### config.mk
export PLATFORM = sky130hd
export DESIGN_NAME = fvm_cell
export DESIGN_NICKNAME = d
export VERILOG_FILES = /design/src/hw/rtl/fvm_pkg.sv /design/src/hw/rtl/fvm_cell.sv
export SDC_FILE = /design/constraint.sdc
export NUM_CORES = 2
export LEC_CHECK = 0
export CORE_MARGIN = 4
export CORE_UTILIZATION = 35
export CTS_CLUSTER_DIAMETER = 200
export DETAILED_ROUTE_END_ITERATION = 10
export DONT_BUFFER_PORTS = 1
export MAX_ROUTING_LAYER = met4
export PLACE_DENSITY_LB_ADDON = 0.1
export SYNTH_ARGS = -nofsm -noshare
export SYNTH_HDL_FRONTEND = slang
export SYNTH_SLANG_ARGS = --single-unit
### constraint.sdc
create_clock -name aclk -period 10.3 [get_ports aclk]
set_input_delay 3.09 -clock aclk [delete_from_list [all_inputs] [get_ports aclk]]
set_output_delay 3.09 -clock aclk [all_outputs]
set_load 0.05 [all_outputs]
### src/hw/rtl/fvm_pkg.sv
// Shared constants and types for the feature vector match table.
`default_nettype none
package fvm_pkg;
    localparam int MAX_USERS = 16;
    localparam int MAX_DIM   = 128;
    localparam int USER_W    = (MAX_USERS > 1) ? $clog2(MAX_USERS) : 1;
    localparam int UCNT_W    = $clog2(MAX_USERS + 1);
    localparam int DIM_W     = (MAX_DIM > 1) ? $clog2(MAX_DIM) : 1;
    localparam int CNT_W     = $clog2(MAX_DIM + 2);
    localparam int ID_W      = 16;
    localparam int ELEM_W    = 16;
    localparam int PROD_W    = 32;
    localparam int ACC_W     = 42;

    localparam logic [1:0] OP_ENROLL = 2'd0;
    localparam logic [1:0] OP_REMOVE = 2'd1;
    localparam logic [1:0] OP_QUERY  = 2'd2;
    localparam logic [1:0] OP_NOP    = 2'd3;

    localparam logic [2:0] ST_STORED  = 3'd0;
    localparam logic [2:0] ST_FULL    = 3'd1;
    localparam logic [2:0] ST_REMOVED = 3'd2;
    localparam logic [2:0] ST_ABSENT  = 3'd3;
    localparam logic [2:0] ST_MATCH   = 3'd4;
    localparam logic [2:0] ST_NOMATCH = 3'd5;
    localparam logic [2:0] ST_TOOLONG = 3'd6;

    localparam logic signed [ACC_W-1:0] SCORE_MINUS_ONE = -42'sd1073741824;
    localparam logic signed [ACC_W-1:0] THRESHOLD_RESET = 42'sd536870912;

    typedef struct packed {
        logic [ELEM_W-1:0] qdata;
        logic [DIM_W-1:0]  rd_addr;
        logic [DIM_W-1:0]  wr_addr;
        logic              clr;
        logic              mac_mul;
        logic              mac_acc;
        logic              wr_q;
        logic              wr_shift;
        logic              meta_load;
        logic              meta_shift;
        logic              cmp_en;
        logic [ID_W-1:0]   key;
        logic [CNT_W-1:0]  qlen;
    } ctl_t;

    typedef struct packed {
        logic [ID_W-1:0]   id;
        logic [CNT_W-1:0]  len;
        logic [ELEM_W-1:0] rdata;
    } nbr_t;

    typedef struct packed {
        logic             found;
        logic [ID_W-1:0]  id;
        logic [ACC_W-1:0] score;
    } best_t;
endpackage
`default_nettype wire

### src/hw/rtl/fvm_cell.sv
// One table slot: id, length, vector memory, multiply-accumulate and compare stage.
`default_nettype none
module fvm_cell import fvm_pkg::*; (
    input  logic  aclk,
    input  ctl_t  ctl,
    input  logic  sel,
    input  logic  shen,
    input  logic  vld,
    input  nbr_t  nbr_in,
    output nbr_t  nbr_out,
    input  best_t best_in,
    output best_t best_out,
    output logic  hit
);
    logic [ELEM_W-1:0] mem [MAX_DIM];
    logic [ELEM_W-1:0] rdata_reg;
    logic [ID_W-1:0]   id_reg;
    logic [CNT_W-1:0]  len_reg;
    logic signed [PROD_W-1:0] prod_reg;
    logic signed [ACC_W-1:0]  acc_reg;
    best_t             best_reg;
    logic              better;

    always_ff @(posedge aclk) begin
        if (ctl.wr_q && sel) begin
            mem[ctl.wr_addr] <= ctl.qdata;
        end else if (ctl.wr_shift && shen) begin
            mem[ctl.wr_addr] <= nbr_in.rdata;
        end
        rdata_reg <= mem[ctl.rd_addr];
    end

    always_ff @(posedge aclk) begin
        if (ctl.meta_load && sel) begin
            id_reg  <= ctl.key;
            len_reg <= ctl.qlen;
        end else if (ctl.meta_shift && shen) begin
            id_reg  <= nbr_in.id;
            len_reg <= nbr_in.len;
        end
    end

    always_ff @(posedge aclk) begin
        if (ctl.mac_mul) begin
            prod_reg <= $signed(ctl.qdata) * $signed(rdata_reg);
        end
        if (ctl.clr) begin
            acc_reg <= '0;
        end else if (ctl.mac_acc) begin
            acc_reg <= acc_reg + ACC_W'(prod_reg);
        end
    end

    assign better = vld && (len_reg == ctl.qlen) && (acc_reg > $signed(best_in.score));

    always_ff @(posedge aclk) begin
        if (ctl.cmp_en) begin
            if (better) begin
                best_reg <= '{found: 1'b1, id: id_reg, score: acc_reg};
            end else begin
                best_reg <= best_in;
            end
        end
    end

    assign best_out = best_reg;
    assign nbr_out  = '{id: id_reg, len: len_reg, rdata: rdata_reg};
    assign hit      = vld && (id_reg == ctl.key);
endmodule
`default_nettype wire

==> flow_summary_export.csv <==
group,metric,value,unit
route,ant_nets,0,
finish,fin_area,0.111,mm2
sta,hold_violations,0,
logic_synthesis,ys.flop_type,"edfxtp_1",
cts,clk_pin_slew,0.06,ns
setup_path,worstPathMaxFanout,17,
cts,clockBufferDepth,4,
finish,regArea,0.0661,mm2
cts,cts-root-buf,"clkbuf_16",
floorplanning,core,0.277,mm2
setup_path,r2r-end,"prod_reg[25]",
setup_path,worstSetupPathType,"primary input to flop",
route,vias,47700,
finish,stdcell_count,9135,
global_routing,grt_usage,18.9,%
sta,tns,0,ns
logic_synthesis,synth_area,0.0979,mm2
job,drv_cap,0,
cts,cts_tree,"yes",
setup_path,r2r_start,"rdata_reg[8]",
finish,drive_gt1_share,25.0,%
logic_synthesis,yosys.area.top_type_share,66.4,%
logic_synthesis,syn_nets,5623,
cts,holdBufCountCts,0,
logic_synthesis,post-synth-top-count-cell,"edfxtp_1",
placed_design,placed_area,0.103,mm2
power,p_per_area,320,mW/mm2
sta,finalClockSkew,0.0842,ns
floorplanning,rows,193,
placed_design,dp_hpwl,163000,um
global_routing,grt-ovfl-total,0,
finish,area_delta_synth_final,13.8,%
sta,slew_headroom,-176,%
logic_synthesis,synth_edf_count,2163,
global_routing,grt_pass1_vias,50200,
sta,finalCriticalPeriod,8.34,ns
global_routing,antenna_found_initial,18,
route,drt_iter0_markers,3749,
floorplanning,die_w,537,um
route,totalWireLength,266000,um
global_routing,grt_max_degree,513,
cts,postCtsSetupRepairBufs,0,
logic_synthesis,synthArstFlopShare,0,%
finish,largest_register_ffs,2048,
placed_design,dpl.cell_count,8656,
route,drcViolationCount,0,
logic_synthesis,seq_area_frac_synth,67.5,%
floorplanning,start_util,35.3,%
cts,cts_sinks,2221,
sta,finalSetupViolCount,0,
cts,cts_buffers,262,
setup_path,r2r_slack,3.26,ns
setup_path,critPathCapture,"prod_reg[31]",
finish,finalNetCount,5813,
sta,hold_ws,0.525,ns
setup_path,startpoint_type,"primary input",
setup_path,r2r_cells,23,
placed_design,place.gp.congestion,0.805,
power,peakVddDrop,0.000713,V
route,wire_per_inst,29.1,um
finish,fill_cells,24800,
logic_synthesis,avgSynthCellArea,19.5,um2
setup_path,worstPathArrival,8.89,ns
logic_synthesis,yosysWarnings,0,
logic_synthesis,synthCells,5030,
sta,maxSlewViolCount,423,
cts,clk_latency,0.90,ns
sta,fin_crit_sh,80.9,%
logic_synthesis,synth_common_cells,"edfxtp_1, mux4_2, inv_1, fa_1, nor2_1",
route,vias_per_cell,5.22,
status,violations,"slew limit",
cts,htree_levels,5,
sta,grt_setup_unrepaired,"no",
finish,multi_input_area,0.0299,mm2
floorplanning,num_io_pins,265,
power,total_leakage_power,37.2,nW
floorplanning,die-area,0.288,mm2
floorplanning,die_height,537,um
power,p_total,35.6,mW
logic_synthesis,ys_types,66,
logic_synthesis,synth_area_leaders,"edfxtp_1, mux4_2, fa_1, ha_1, inv_1",
sta,worstMarginPinSlew,4.14,ns
placed_design,port_buffers,0,
cts,cts.repair.resized,0,
logic_synthesis,synth-seq-cells,2221,
setup_path,end_kind,"flop",
status,status,"complete, but fails checks",
setup_path,crit_required,10.85,ns
sta,fmax,120,MHz
setup_path,crit_start,"ctl[61]",
min_path,min_path_type,"flop to flop",
logic_synthesis,synth_top_area_cell,"edfxtp_1",
route,detail_route.first_pass.iterations,5,
global_routing,grt_pass1_wl,382000,um
[how the worst min path moves through the flow]
stage / from / end / slack [ns] / cells after the start
CTS: acc_reg[1] / acc_reg[1] / 0.52 / 2
floorplan: acc_reg[41] / acc_reg[41] / 0.47 / 2
global placement: acc_reg[1] / acc_reg[1] / 0.51 / 2
global route: acc_reg[38] / acc_reg[38] / 0.56 / 2
finish: acc_reg[1] / acc_reg[1] / 0.52 / 2
detailed placement: acc_reg[1] / acc_reg[1] / 0.52 / 2
[cell usage in the layout, fill, tap and decap left out, types with 58 or more instances in the layout]
master and instances:
inv_1 344, mux4_2 672, ha_1 165, a21oi_1 82
xnor2_1 61, edfxtp_1 2163, nand2_1 172, nor2_1 151
mux2_2 86, dfxtp_1 58, buf_4 145, and2_1 132
fa_1 263, clkbuf_16 270
[logic make-up (layout without fill, tap and decap cells)]
kind of cell               after synthesis  in the layout  synth area share (%)
xor gates and xnor gates                93             93                 0.832
buffers and inverters                  569            956                  2.28
DFF                                   2221           2221                  67.5
adders and majority gates              428            428                  7.49
and+or+nand+nor                        645            645                  3.09
muxes                                  808            808                  17.0
other                                    0             13                     0
AOI/OAI and AO/OA                      266            266                  1.77
[power by group]
group	leakage (nW)	internal [mW]	switching, mW	total (mW)
Combinational	13.3	6.47	9.07	15.5
Sequential	20.0	10.9	0.299	11.2
Clock	3.97	5.18	3.67	8.85
[final cells by class]
type	instances	area share [%]
clock inverter	131	0.999
sequential	2221	59.4
tap	3705	4.16
inverter	345	1.16
antenna	13	0.0292
timing repair buffer	150	1.10
multi-input combinational	2240	26.8
clock buffer	330	6.32
[per-layer routing]
metal	global-route usage (%)	wire (um)
met1	26.4	121000
met2	29.3	126000
met3	2.78	12800
met4	4.78	6370
met5	-	0
[through the flow]
step                setup slack (ns)  util (%)
floorplan                       1.30         -
global placement                1.12      37.1
detailed placement              1.14      37.1
CTS                             1.99      40.1
global route                    1.65      40.1
finish                          1.96      40.1
[worst max-delay path, cell delays in order]
cell      delay (ns)
nand2_1         0.09
inv_1           0.09
fa_1            0.65
fa_1            0.91
fa_1            0.53
fa_1            0.58
fa_1            0.43
fa_1            0.45
ha_1            0.37
a21oi_1         0.15
nor2_1          0.05
nor2_1          0.10
o21ai_0         0.12
or3b_2          0.46
a311oi_1        0.23
a211oi_1        0.11
a21o_1          0.20
a21oi_1         0.17
xnor2_1         0.08
No activity file was read; power rests on OpenSTA's default activity.
